## config.mk

```make
export PLATFORM = sky130hd
export DESIGN_NAME = utf8_sanitizer
export DESIGN_NICKNAME = d
export VERILOG_FILES = /design/src/utf8s_pkg.sv /design/src/utf8s_fifo.sv /design/src/utf8_sanitizer.sv
export SDC_FILE = /design/constraint.sdc
export NUM_CORES = 1
export LEC_CHECK = 0
export BUFFER_PORTS_ARGS = -buffer_cell sky130_fd_sc_hd__buf_2
export CAP_MARGIN = 25
export CORE_ASPECT_RATIO = 0.9
export CORE_MARGIN = 2
export CORE_UTILIZATION = 28
export CTS_CLUSTER_SIZE = 14
export DETAILED_ROUTE_END_ITERATION = 16
export GPL_TIMING_DRIVEN = 0
export PLACE_DENSITY = 0.44
export SLEW_MARGIN = 20
export SYNTH_ARGS = -nofsm -noshare
export SYNTH_HDL_FRONTEND = slang
export SYNTH_SLANG_ARGS = --single-unit
export TNS_END_PERCENT = 5
```

## constraint.sdc

```tcl
create_clock -name clk -period 4.65 [get_ports clk]
set_input_delay 1.1625 -clock clk [delete_from_list [all_inputs] [get_ports clk]]
set_output_delay 1.1625 -clock clk [all_outputs]
set_load 0.1 [all_outputs]
```

## src/utf8s_pkg.sv

```systemverilog
// Package for the UTF-8 sanitizer: constants, the lead-byte classifier, and the
// types that carry a group of result items from the step logic to the output queue.
// No dependencies.
package utf8s_pkg;

    localparam logic [7:0] QMARK = 8'h3F;

    // Most result items that one input item can cause.
    localparam int GRP_MAX   = 4;
    localparam int GRP_CNT_W = $clog2(GRP_MAX + 1);

    // Output queue depth; must be at least GRP_MAX and a power of two.
    localparam int FIFO_DEPTH = 8;
    localparam int PTR_W      = $clog2(FIFO_DEPTH);
    localparam int CNT_W      = PTR_W + 1;

    typedef enum logic [2:0] {
        LEAD_ONE,
        LEAD_TWO,
        LEAD_THREE,
        LEAD_FOUR,
        LEAD_BAD
    } lead_t;

    typedef struct packed {
        logic [7:0] byte_val;
        logic       last;
        logic       valid;
    } ent_t;

    typedef struct packed {
        logic [GRP_CNT_W-1:0]  cnt;
        ent_t [GRP_MAX-1:0]    ent;
    } grp_t;

    // Classifies a byte by its bit structure when it starts a code point.
    // Continuation bytes and 0xF8-0xFF cannot start one.
    function automatic lead_t lead_class(input logic [7:0] b);
        lead_t cls;
        case (b) inside
            [8'h00:8'h7F]: cls = LEAD_ONE;
            [8'hC0:8'hDF]: cls = LEAD_TWO;
            [8'hE0:8'hEF]: cls = LEAD_THREE;
            [8'hF0:8'hF7]: cls = LEAD_FOUR;
            default:       cls = LEAD_BAD;
        endcase
        return cls;
    endfunction

endpackage

```

## src/utf8s_fifo.sv

```systemverilog
// Output queue of the UTF-8 sanitizer: takes a group of up to GRP_MAX items in
// one cycle, hands them out one per cycle unless stalled. Depends on utf8s_pkg.
module utf8s_fifo
    import utf8s_pkg::*;
(
    input  logic       clk,
    input  logic       rst_n,
    input  logic       wr_en,
    input  grp_t       grp,
    output logic       room,
    output logic       out_valid,
    input  logic       out_stall,
    output logic [7:0] out_byte,
    output logic       out_last,
    output logic       text_valid
);

    ent_t             ent_reg [FIFO_DEPTH];
    logic [PTR_W-1:0] wr_ptr_reg;
    logic [PTR_W-1:0] wr_ptr_next;
    logic [PTR_W-1:0] rd_ptr_reg;
    logic [PTR_W-1:0] rd_ptr_next;
    logic [CNT_W-1:0] cnt_reg;
    logic [CNT_W-1:0] cnt_next;
    logic [CNT_W-1:0] wr_cnt;
    logic             rd_en;

    assign rd_en     = out_valid && !out_stall;
    assign wr_cnt    = wr_en ? CNT_W'(grp.cnt) : '0;
    assign room      = cnt_reg <= CNT_W'(FIFO_DEPTH - GRP_MAX);
    assign out_valid = cnt_reg != '0;

    assign out_byte   = ent_reg[rd_ptr_reg].byte_val;
    assign out_last   = ent_reg[rd_ptr_reg].last;
    assign text_valid = ent_reg[rd_ptr_reg].valid;

    always_comb
    begin
        wr_ptr_next = wr_ptr_reg + PTR_W'(wr_cnt);
        rd_ptr_next = rd_ptr_reg + PTR_W'(rd_en);
        cnt_next    = cnt_reg + wr_cnt - CNT_W'(rd_en);
    end

    always_ff @(posedge clk or negedge rst_n)
    begin
        if (!rst_n)
        begin
            wr_ptr_reg <= '0;
            rd_ptr_reg <= '0;
            cnt_reg    <= '0;
        end
        else
        begin
            wr_ptr_reg <= wr_ptr_next;
            rd_ptr_reg <= rd_ptr_next;
            cnt_reg    <= cnt_next;
        end
    end

    always_ff @(posedge clk)
    begin
        for (int i = 0; i < GRP_MAX; i++)
        begin
            if (wr_en && (GRP_CNT_W'(i) < grp.cnt))
            begin
                ent_reg[wr_ptr_reg + PTR_W'(i)] <= grp.ent[i];
            end
        end
    end

endmodule

```

## src/utf8_sanitizer.sv

```systemverilog
// Top level of the UTF-8 sanitizer: per-byte step logic and held code point state.
// Depends on utf8s_pkg and utf8s_fifo.
module utf8_sanitizer
    import utf8s_pkg::*;
(
    input  logic       clk,
    input  logic       rst_n,
    input  logic       in_valid,
    output logic       in_stall,
    input  logic [7:0] in_byte,
    input  logic       in_last,
    output logic       out_valid,
    input  logic       out_stall,
    output logic [7:0] out_byte,
    output logic       out_last,
    output logic       text_valid
);

    // The block repairs a UTF-8 text given one byte per input item, in_last
    // marking the final byte. Lead bytes are judged by their bit pattern only
    // (overlong forms and surrogates pass). A complete code point leaves the
    // block unchanged once its last continuation byte arrives; a stray
    // continuation byte, a byte from 0xF8 to 0xFF, or a code point broken by a
    // non-continuation byte or by the end of the text comes out as '?' (0x3F),
    // one per byte. Every input byte yields exactly one output item in all,
    // though an item that completes a code point releases up to four at once.
    // The final output item carries out_last and, in text_valid, whether no
    // byte of the text was replaced. An input item is taken in every cycle
    // while the output queue has room: the step logic is a single pass from
    // the item to that eight-entry queue, which drains one item per cycle
    // unless stalled. The input side stalls only while that queue holds more
    // than four items, which happens only when the output side stalls.

    logic [7:0] held_bytes_reg [3];
    logic [1:0] held_cnt_reg;
    logic [1:0] held_cnt_next;
    logic [1:0] need_cnt_reg;
    logic [1:0] need_cnt_next;
    logic       saw_inv_reg;
    logic       saw_inv_next;

    logic       in_fire;
    logic       room;
    logic       is_cont;
    lead_t      cls;
    logic       do_fresh;
    logic       inv;
    logic       hold_wr;
    logic       lead_wr;
    logic [1:0] a_cnt;
    logic       a_data;
    logic       b_vld;
    logic [7:0] b_byte;
    logic [1:0] c_cnt;
    logic [1:0] a_end;
    grp_t       grp;

    assign in_stall = !room;
    assign in_fire  = in_valid && !in_stall;
    assign is_cont  = in_byte[7:6] == 2'b10;
    assign cls      = lead_class(in_byte);

    // One step of the repair. The results of a step are, in order: the bytes
    // that were held (as data when the code point completes, as '?' when it is
    // broken), then one byte for the input itself when it is not held, then
    // one '?' for every byte still held when the text ends.
    always_comb
    begin
        do_fresh      = 1'b0;
        inv           = 1'b0;
        hold_wr       = 1'b0;
        lead_wr       = 1'b0;
        a_cnt         = 2'd0;
        a_data        = 1'b0;
        b_vld         = 1'b0;
        b_byte        = in_byte;
        held_cnt_next = held_cnt_reg;
        need_cnt_next = need_cnt_reg;

        if (held_cnt_reg == 2'd0)
        begin
            do_fresh = 1'b1;
        end
        else if (is_cont)
        begin
            if (need_cnt_reg <= 2'd1)
            begin
                // Code point complete: release it unchanged.
                a_cnt         = held_cnt_reg;
                a_data        = 1'b1;
                b_vld         = 1'b1;
                held_cnt_next = 2'd0;
                need_cnt_next = 2'd0;
            end
            else if (held_cnt_reg != 2'd3)
            begin
                hold_wr       = 1'b1;
                held_cnt_next = held_cnt_reg + 2'd1;
                need_cnt_next = need_cnt_reg - 2'd1;
            end
            else
            begin
                // No room left to hold; cannot arise from a legal lead.
                a_cnt         = 2'd3;
                b_vld         = 1'b1;
                b_byte        = QMARK;
                inv           = 1'b1;
                held_cnt_next = 2'd0;
                need_cnt_next = 2'd0;
            end
        end
        else
        begin
            // Broken sequence: held bytes become '?', the byte starts afresh.
            a_cnt         = held_cnt_reg;
            inv           = 1'b1;
            held_cnt_next = 2'd0;
            need_cnt_next = 2'd0;
            do_fresh      = 1'b1;
        end

        if (do_fresh)
        begin
            case (cls)
                LEAD_ONE:
                begin
                    b_vld = 1'b1;
                end
                LEAD_TWO:
                begin
                    lead_wr       = 1'b1;
                    held_cnt_next = 2'd1;
                    need_cnt_next = 2'd1;
                end
                LEAD_THREE:
                begin
                    lead_wr       = 1'b1;
                    held_cnt_next = 2'd1;
                    need_cnt_next = 2'd2;
                end
                LEAD_FOUR:
                begin
                    lead_wr       = 1'b1;
                    held_cnt_next = 2'd1;
                    need_cnt_next = 2'd3;
                end
                default:
                begin
                    b_vld  = 1'b1;
                    b_byte = QMARK;
                    inv    = 1'b1;
                end
            endcase
        end

        // Text ends with a code point still open: flush it as '?'.
        c_cnt = in_last ? held_cnt_next : 2'd0;
        if (c_cnt != 2'd0)
        begin
            inv = 1'b1;
        end

        saw_inv_next = saw_inv_reg | inv;

        if (in_last)
        begin
            held_cnt_next = 2'd0;
            need_cnt_next = 2'd0;
            saw_inv_next  = 1'b0;
        end
    end

    // Lay the results out as a group for the output queue.
    assign a_end = a_cnt;

    always_comb
    begin
        grp.cnt = GRP_CNT_W'(a_cnt) + GRP_CNT_W'(b_vld) + GRP_CNT_W'(c_cnt);
        for (int i = 0; i < GRP_MAX; i++)
        begin
            if (GRP_CNT_W'(i) < GRP_CNT_W'(a_end))
            begin
                grp.ent[i].byte_val = a_data ? held_bytes_reg[2'(i % 3)] : QMARK;
            end
            else if (b_vld && (GRP_CNT_W'(i) == GRP_CNT_W'(a_end)))
            begin
                grp.ent[i].byte_val = b_byte;
            end
            else
            begin
                grp.ent[i].byte_val = QMARK;
            end
            grp.ent[i].last  = in_last && (GRP_CNT_W'(i + 1) == grp.cnt);
            grp.ent[i].valid = in_last && (GRP_CNT_W'(i + 1) == grp.cnt) && !(saw_inv_reg | inv);
        end
    end

    always_ff @(posedge clk or negedge rst_n)
    begin
        if (!rst_n)
        begin
            held_cnt_reg <= 2'd0;
            need_cnt_reg <= 2'd0;
            saw_inv_reg  <= 1'b0;
        end
        else if (in_fire)
        begin
            held_cnt_reg <= held_cnt_next;
            need_cnt_reg <= need_cnt_next;
            saw_inv_reg  <= saw_inv_next;
        end
    end

    // Held bytes are payload: only entries below the held count are read.
    always_ff @(posedge clk)
    begin
        if (in_fire && lead_wr)
        begin
            held_bytes_reg[0] <= in_byte;
        end
        else if (in_fire && hold_wr)
        begin
            held_bytes_reg[held_cnt_reg] <= in_byte;
        end
    end

    utf8s_fifo u_fifo (
        .clk        (clk),
        .rst_n      (rst_n),
        .wr_en      (in_fire),
        .grp        (grp),
        .room       (room),
        .out_valid  (out_valid),
        .out_stall  (out_stall),
        .out_byte   (out_byte),
        .out_last   (out_last),
        .text_valid (text_valid)
    );

endmodule

```

==> flow_metrics.py, run 1 <==
metrics = {
    "global_route": {
        "gr-total-overflow": 0,
        "grt_max_degree": 17,
        "antenna_found_initial": 0,
        "grt_pass1_wl_um": 44400,
        "grtUsageTotal_pct": 20.3,
        "grt_pass1_vias": 6521,
    },
    "yosys": {
        "synth_seq_cells": 119,
        "synth_area_leaders": "edfxtp_1 39%, mux4_2 5.6%, dfrtp_1 4.7%, nor2_1 4.7%, a21oi_1 3.1%",
        "syn_nets": 821,
        "synth_top_area_share_pct": 39.0,
        "synth_edf_count": 104,
        "yosysMostFrequentCell": "edfxtp_1",
        "synth_cells": 789,
        "dominantRegCellSynth": "edfxtp_1",
        "synth-async-reset-ratio_pct": 12.6,
        "yosys.area.top_type": "edfxtp_1",
        "ys_seq_area_share_pct": 43.7,
        "synth_common_cells": "104 x edfxtp_1, 100 x nor2_1, 56 x nand2_1, 50 x a21oi_1, 32 x a211oi_1",
        "yosys.cell_types.count": 83,
        "yosys_warnings": 0,
        "postSynthAreaPerCell_um2": 10.1,
        "syn_area_um2": 8000,
    },
    "timing": {
        "fin_ws_ps": 29.3,
        "slew_viol_final": 0,
        "worst_slew_pin_slew_ps": 1140,
        "fmax_mhz": 216,
        "relSlewSlack_pct": 23.6,
        "min_period_over_period_pct": 99.4,
        "fin_crit_ps": 4620,
        "rsz0062_at_grt": "yes",
        "setup_viol": 0,
        "hold_viol_final": 0,
        "fin_skew_ps": 14.6,
        "fin_hold_ws_ps": 538,
    },
    "run": {
        "maxCapViolCount": 0,
    },
    "place": {
        "dp_cells": 1181,
        "place_congestion": 0.930,
        "dp_slack_ps": -938,
        "port_buffers": 24,
        "hpwl_um": 23000,
    },
    "cts": {
        "insertion_delay_ps": 430,
        "htree_num_levels": 4,
        "cts_tree": "yes",
        "clk_pin_slew_ps": 60,
        "cts.sinks": 119,
        "cts_hold_buf": 0,
        "cts_buffers": 17,
        "cts_root_buf": "clkbuf_16",
        "clockBufferDepth": 2,
    },
    "cells_and_area": {
        "fillCellCount": 2906,
        "layout-drive-gt1-share_pct": 25.4,
        "area_growth_syn_to_layout_pct": 20.3,
        "layout.area.seq_um2": 3500,
        "largest_register_ffs": 80,
        "multiInputGateArea_um2": 4500,
        "antenna_cells": 0,
        "final_cell_count_no_fill": 1217,
        "layout.nets": 876,
    },
    "worst_hold_path": {
        "min_path_type": "reg -> reg",
    },
    "power_and_ir_drop": {
        "leakage_nw": 3.22,
        "p_total_mw": 6.69,
        "vdd_ir_drop_max_v": 0.000292,
        "powerDensity_nw_per_um2": 696,
    },
    "floorplanning": {
        "dieArea_um2": 29900,
        "ioPinCount": 25,
        "die_width_um": 182,
        "die_h_um": 164,
        "initial_core_util_pct": 28.6,
        "core_um2": 28000,
        "rows": 58,
    },
    "critical_path": {
        "cpMostUsedCell": "o21ai_1",
        "cp_max_fo": 9,
        "critPathKind": "in -> reg",
        "crit_path_start_kind": "input pin",
        "cp_top_family": "compound AO/OA/AOI/OAI gates",
        "worstPathCellList": "buf_2, buf_4, or3b_4, or3_1, o21ai_1, o21a_1, fa_2, fa_1, buf_6, a21o_4, nand3_4, or2_2, clkbuf_1, o211ai_1, o21ai_1, a21oi_1",
        "path_buf_inv": 4,
        "critPathCaptureType": "flip-flop",
        "crit_path_max_incr_delay_ps": 420,
        "cp_slowest_cell": "fa_1",
        "required_ps": 4800,
        "worstPathArrival_ps": 4770,
    },
    "detailed_routing": {
        "drc_errors": 0,
        "wire_per_inst_um": 24.6,
        "antenna_left": 0,
        "vias": 7121,
        "wirelength_um": 29900,
        "drtIter0Drc": 789,
        "drt-pass1-iter-count": 5,
        "viasPerCell": 5.85,
    },
    "outcome": {
        "status": "complete, no violations",
    },
}
## path summary, 6_finish.rpt
kind / start / end / slack, ps / depth (start not counted)
setup / recovery: in_byte[7] / u_fifo.ent_reg[4][0] / 30 / 16
hold / removal: u_fifo.rd_ptr_reg[0] / u_fifo.rd_ptr_reg[0] / 540 / 1
hold reg to reg: u_fifo.rd_ptr_reg[0] / u_fifo.rd_ptr_reg[0] / 540 / 1
min in group asynchronous: rst_n / u_fifo.wr_ptr_reg[0] / 650 / 1
max in group asynchronous: rst_n / u_fifo.cnt_reg[0] / 3700 / 1
setup reg to reg: held_cnt_reg[0] / u_fifo.ent_reg[4][0] / 80 / 17
## per-layer routing
metal  vias to the layer above  part of all wire, %  global-route usage [%]
li1                       3180                    -                       -
met1                      3532                   47                    30.0
met2                       369                   43                    30.2
met3                        40                  8.7                    4.57
met4                         0                  1.5                    4.03
met5                         -                    0                       0
## worst register-to-register path: stages, from the launching register on
cell and delay, ps:
dfrtp_1 400, clkbuf_4 230, inv_1 100, ha_2 240, or3b_4 400, or3_1 390
o21ai_1 160, o21a_1 190, fa_2 220, fa_1 420, buf_6 160, a21o_4 250
nand3_4 160, or2_2 140, clkbuf_1 310, o211ai_1 150, o21ai_1 250, a21oi_1 140
## area by class of cell
class	instances	share of cell area, %
multi-input cells	599	46.8
flip-flops and latches	119	36.4
well taps	360	4.68
clock buffers	18	4.46
repair buffers	41	2.68
plain buffers	41	2.21
clock inverters	14	1.80
inverters	25	0.976
## layout by cell type (no fill, tap or decap), types with 14 or more instances in the layout
master,instances
a211oi_1,24
nand2_1,54
nand3_1,21
a221oi_1,16
mux4_2,20
a21oi_1,43
ha_1,14
buf_4,19
nor2_1,92
o22ai_1,28
clkbuf_16,17
buf_2,33
nand2b_1,18
edfxtp_1,104
a21oi_2,15
clkbuf_1,18
mux2_2,14
dfrtp_1,15
inv_1,24
## cells by family (layout without fill, tap and decap cells)
logic type | after synthesis | after routing | share of synthesized area (%)
AO/OA/AOI/OAI | 239 | 239 | 21.5
XOR/XNOR | 9 | 9 | 0.985
AND/OR/NAND/NOR | 296 | 296 | 19.0
adder cells (fa/ha/maj) | 19 | 19 | 3.35
multiplexers | 36 | 36 | 7.85
buffers and inverters | 71 | 139 | 3.64
flip-flops | 119 | 119 | 43.7
## power breakdown
part	total (mW)	internal [mW]	switching, mW	leakage, nW
clock network	1.40	0.848	0.554	0.293
registers	1.55	1.46	0.0941	1.12
logic	3.74	1.11	2.63	1.81
total	6.69	3.42	3.28	3.22
## what timing repair did
item,4_1_cts,5_1_grt
pin swaps,8,3
setup endpoints to repair,160,121
setup buffers,9,0
gates resized for setup,44,24
## through the flow
stage                     utilization, %  cell area, um^2  TNS, ps
after floorplan                        -             8040        0
after global placement              30.7             8610  -139160
after detailed placement            31.1             8720  -108100
after CTS                           34.1             9550    -31.5
after global routing                34.3             9620    -1640
final                               34.3             9620        0
No activity file was read; power rests on OpenSTA's default activity.
==> run 2: changes to the inputs <==
CTS_BUF_LIST = sky130_fd_sc_hd__clkbuf_16   (was unset)
SYNTH_HIERARCHICAL = 1   (was unset)
==> run 2 against run 1 <==
  * Synthesized cell count rose by 3.4%
  * Worst hold slack got worse by 30 ps
  * Flip-flop and latch count did not move
  * Maximum frequency rose by 4.7%
  * Clock skew fell by 3.8 ps
  * Cell area fell by 1.5%
  * Die area rose by 0.37%
  * First-iteration DRC count fell by 13%
  * Count of clock-buffer cells in the layout fell by 1
  * Critical endpoint is now u_fifo/ent_reg[2][0]
  * Largest power group unchanged
  * Highest routed layer unchanged
==> flow_metrics.py, run 2 <==
metrics = {
    "outcome": {
        "status": "complete, no violations",
    },
    "global_route": {
        "gr-total-overflow": 0,
        "grt_pass1_vias": 7063,
        "grt_pass1_wl_um": 42100,
        "antenna_found_initial": 0,
        "grt_max_degree": 17,
        "grtUsageTotal_pct": 18.6,
    },
    "cts": {
        "cts.sinks": 119,
        "cts_tree": "yes",
        "cts_root_buf": "clkbuf_16",
        "insertion_delay_ps": 420,
        "cts_buffers": 17,
        "htree_num_levels": 4,
        "cts_hold_buf": 0,
        "clockBufferDepth": 2,
        "clk_pin_slew_ps": 60,
    },
    "detailed_routing": {
        "wl_met3_um": 1540,
        "drtIter0Drc": 685,
        "viasPerCell": 5.60,
        "vias": 6937,
        "wl_met1_um": 12300,
        "route.top_layer_used": "met4",
        "wl_met2_um": 12500,
        "antenna_left": 0,
        "wire_per_inst_um": 21.8,
        "wirelength_um": 26900,
        "drt-pass1-iter-count": 5,
        "drc_errors": 0,
    },
    "floorplanning": {
        "dieArea_um2": 30000,
        "rows": 58,
        "ioPinCount": 25,
        "die_h_um": 165,
        "core_um2": 28100,
        "initial_core_util_pct": 28.6,
        "die_width_um": 182,
    },
    "cells_and_area": {
        "largest_register_ffs": 80,
        "layout_commonest_cell": "nand2_1",
        "final_cell_count_no_fill": 1238,
        "area_growth_syn_to_layout_pct": 18.0,
        "layout-drive-gt1-share_pct": 22.3,
        "postLayoutCellArea_um2": 9470,
        "final_cell_mix": "172 x nand2_1, 104 x edfxtp_1, 74 x o22ai_1, 74 x a31oi_1, 61 x buf_2",
        "antenna_cells": 0,
        "layout.nets": 898,
        "post-route-util_pct": 33.7,
    },
    "power_and_ir_drop": {
        "switching_power_mw": 3.05,
        "p_clk_share_pct": 21.9,
        "swShare_pct": 46.2,
        "p_int_mw": 3.55,
        "combPwrFrac_pct": 54.4,
        "p_seq_share_pct": 23.7,
        "vdd_ir_drop_max_v": 0.000367,
        "powerDensity_nw_per_um2": 696,
        "leakage_nw": 3.49,
        "p_total_mw": 6.60,
    },
    "place": {
        "dp_slack_ps": -916,
        "port_buffers": 24,
        "place_area_um2": 8620,
        "hpwl_um": 20000,
        "place_congestion": 0.868,
        "dp_cells": 1202,
    },
    "timing": {
        "fin_hold_ws_ps": 508,
        "finalSetupTns_ps": 0,
        "worst_slew_pin_slew_ps": 813,
        "fin_crit_ps": 4410,
        "fmax_mhz": 227,
        "relSlewSlack_pct": 45.8,
        "hold_viol_final": 0,
        "min_period_over_period_pct": 94.9,
        "fin_ws_ps": 236,
        "slew_viol_final": 0,
        "setup_viol": 0,
        "fin_skew_ps": 10.8,
    },
    "run": {
        "maxCapViolCount": 0,
    },
    "yosys": {
        "synth-async-reset-ratio_pct": 12.6,
        "yosys.area.top_type": "edfxtp_1",
        "yosysMostFrequentCell": "nand2_1",
        "syn_area_um2": 8030,
        "yosys_warnings": 6,
        "postSynthAreaPerCell_um2": 9.84,
        "synth_seq_cells": 119,
        "synth_area_leaders": "edfxtp_1 39%, nand2_1 8.3%, a31oi_1 5.8%, o22ai_1 5.8%, mux4_2 5.6%",
        "dominantRegCellSynth": "edfxtp_1",
        "synth_top_area_share_pct": 38.9,
        "ys_seq_area_share_pct": 43.6,
        "synth_cells": 816,
        "yosys.cell_types.count": 73,
        "syn_nets": 848,
        "synth_edf_count": 104,
        "synth_common_cells": "178 x nand2_1, 104 x edfxtp_1, 74 x a31oi_1, 74 x o22ai_1, 43 x buf_2",
    },
    "critical_path": {
        "r2r_start": "held_cnt_reg[0]",
        "worstPathCellList": "clkbuf_2, inv_1, ha_1, or3b_4, or3_4, nand2_1, fa_1, inv_1, fa_1, clkbuf_4, o2111ai_1, nor2_2, a21oi_1, nand2_4",
        "cp_max_fo": 10,
        "cp_slowest_cell": "fa_1",
        "crit_path_start": "held_cnt_reg[0]",
        "critPathKind": "reg -> reg",
        "crit_path_start_kind": "flip-flop",
        "reg2reg_setup_slack_ps": 240,
        "critPathCaptureType": "flip-flop",
        "crit_path_max_incr_delay_ps": 570,
        "required_ps": 4760,
        "worstPathArrival_ps": 4520,
    },
    "worst_hold_path": {
        "min_path_type": "reg -> reg",
        "min_from": "u_fifo/cnt_reg[0]",
    },
}
## run 2: cell count changes after synthesis, moves of 31 or more
cell	previous run	this run
nor2_1	100	14
o22ai_1	28	74
a21oi_1	50	16
buf_2	11	43
a211oi_1	32	1
nand2_1	56	178
a31oi_1	2	74
## run 2: timing repair
action | 4_1_cts | 5_1_grt
resized for setup | 20 | 20
setup buffers | 0 | 5
setup endpoints to repair | 153 | 153
pin swaps | 0 | 7
## run 2: power by group through the flow
stage          clock, mW  combinational (mW)  sequential, mW
4_1_cts             1.47                3.50            1.57
3_3_place_gp           0                3.45            1.59
2_1_floorplan          0                2.66            1.55
6_report            1.45                3.59            1.56
5_1_grt             1.51                3.88            1.58
3_5_place_dp           0                3.44            1.59
## run 2: critical path: cells and delay by family (launching register included)
kind | cells | cell delay [ps]
AND/OR/NAND/NOR | 5 | 1650
AO/OA/AOI/OAI | 2 | 340
buffers and inverters | 4 | 650
flip-flops | 1 | 420
adder cells (fa/ha/maj) | 3 | 1050
## run 2: area by class of cell
| class | count | area [um^2] |
|---|---|---|
| fill | 2820 | 18600 |
| tap | 360 | 450 |
| clock inverter | 14 | 208 |
| buffer | 82 | 413 |
| sequential | 119 | 3500 |
| multi-input combinational | 590 | 4190 |
| clock buffer | 17 | 425 |
| inverter | 24 | 90.1 |
| timing repair buffer | 32 | 203 |
## run 2: cells by family (layout without fill, tap and decap cells)
family          Yosys count  after routing  share of synthesized area, %
compound gates          224            224                          18.7
buf+inv                 107            169                          6.00
mux                      51             51                          9.63
flops                   119            119                          43.6
simple gates            286            286                          17.1
xor+xnor                 10             10                          1.65
fa+ha+maj                19             19                          3.33
## run 2: worst paths after layout
path,end,cells after the start
max in group asynchronous,u_fifo/cnt_reg[1],1
worst max register to register,u_fifo/ent_reg[2][0],14
worst max-delay path,u_fifo/ent_reg[2][0],14
min in group asynchronous,u_fifo/rd_ptr_reg[1],1
worst min-delay path,u_fifo/cnt_reg[0],1
worst min register to register,u_fifo/cnt_reg[0],1
## run 2: per-layer routing
metal	vias to the layer above	global-route usage [%]
li1	3190	-
met1	3432	25.7
met2	269	29.7
met3	46	2.95
met4	0	6.45
met5	-	0
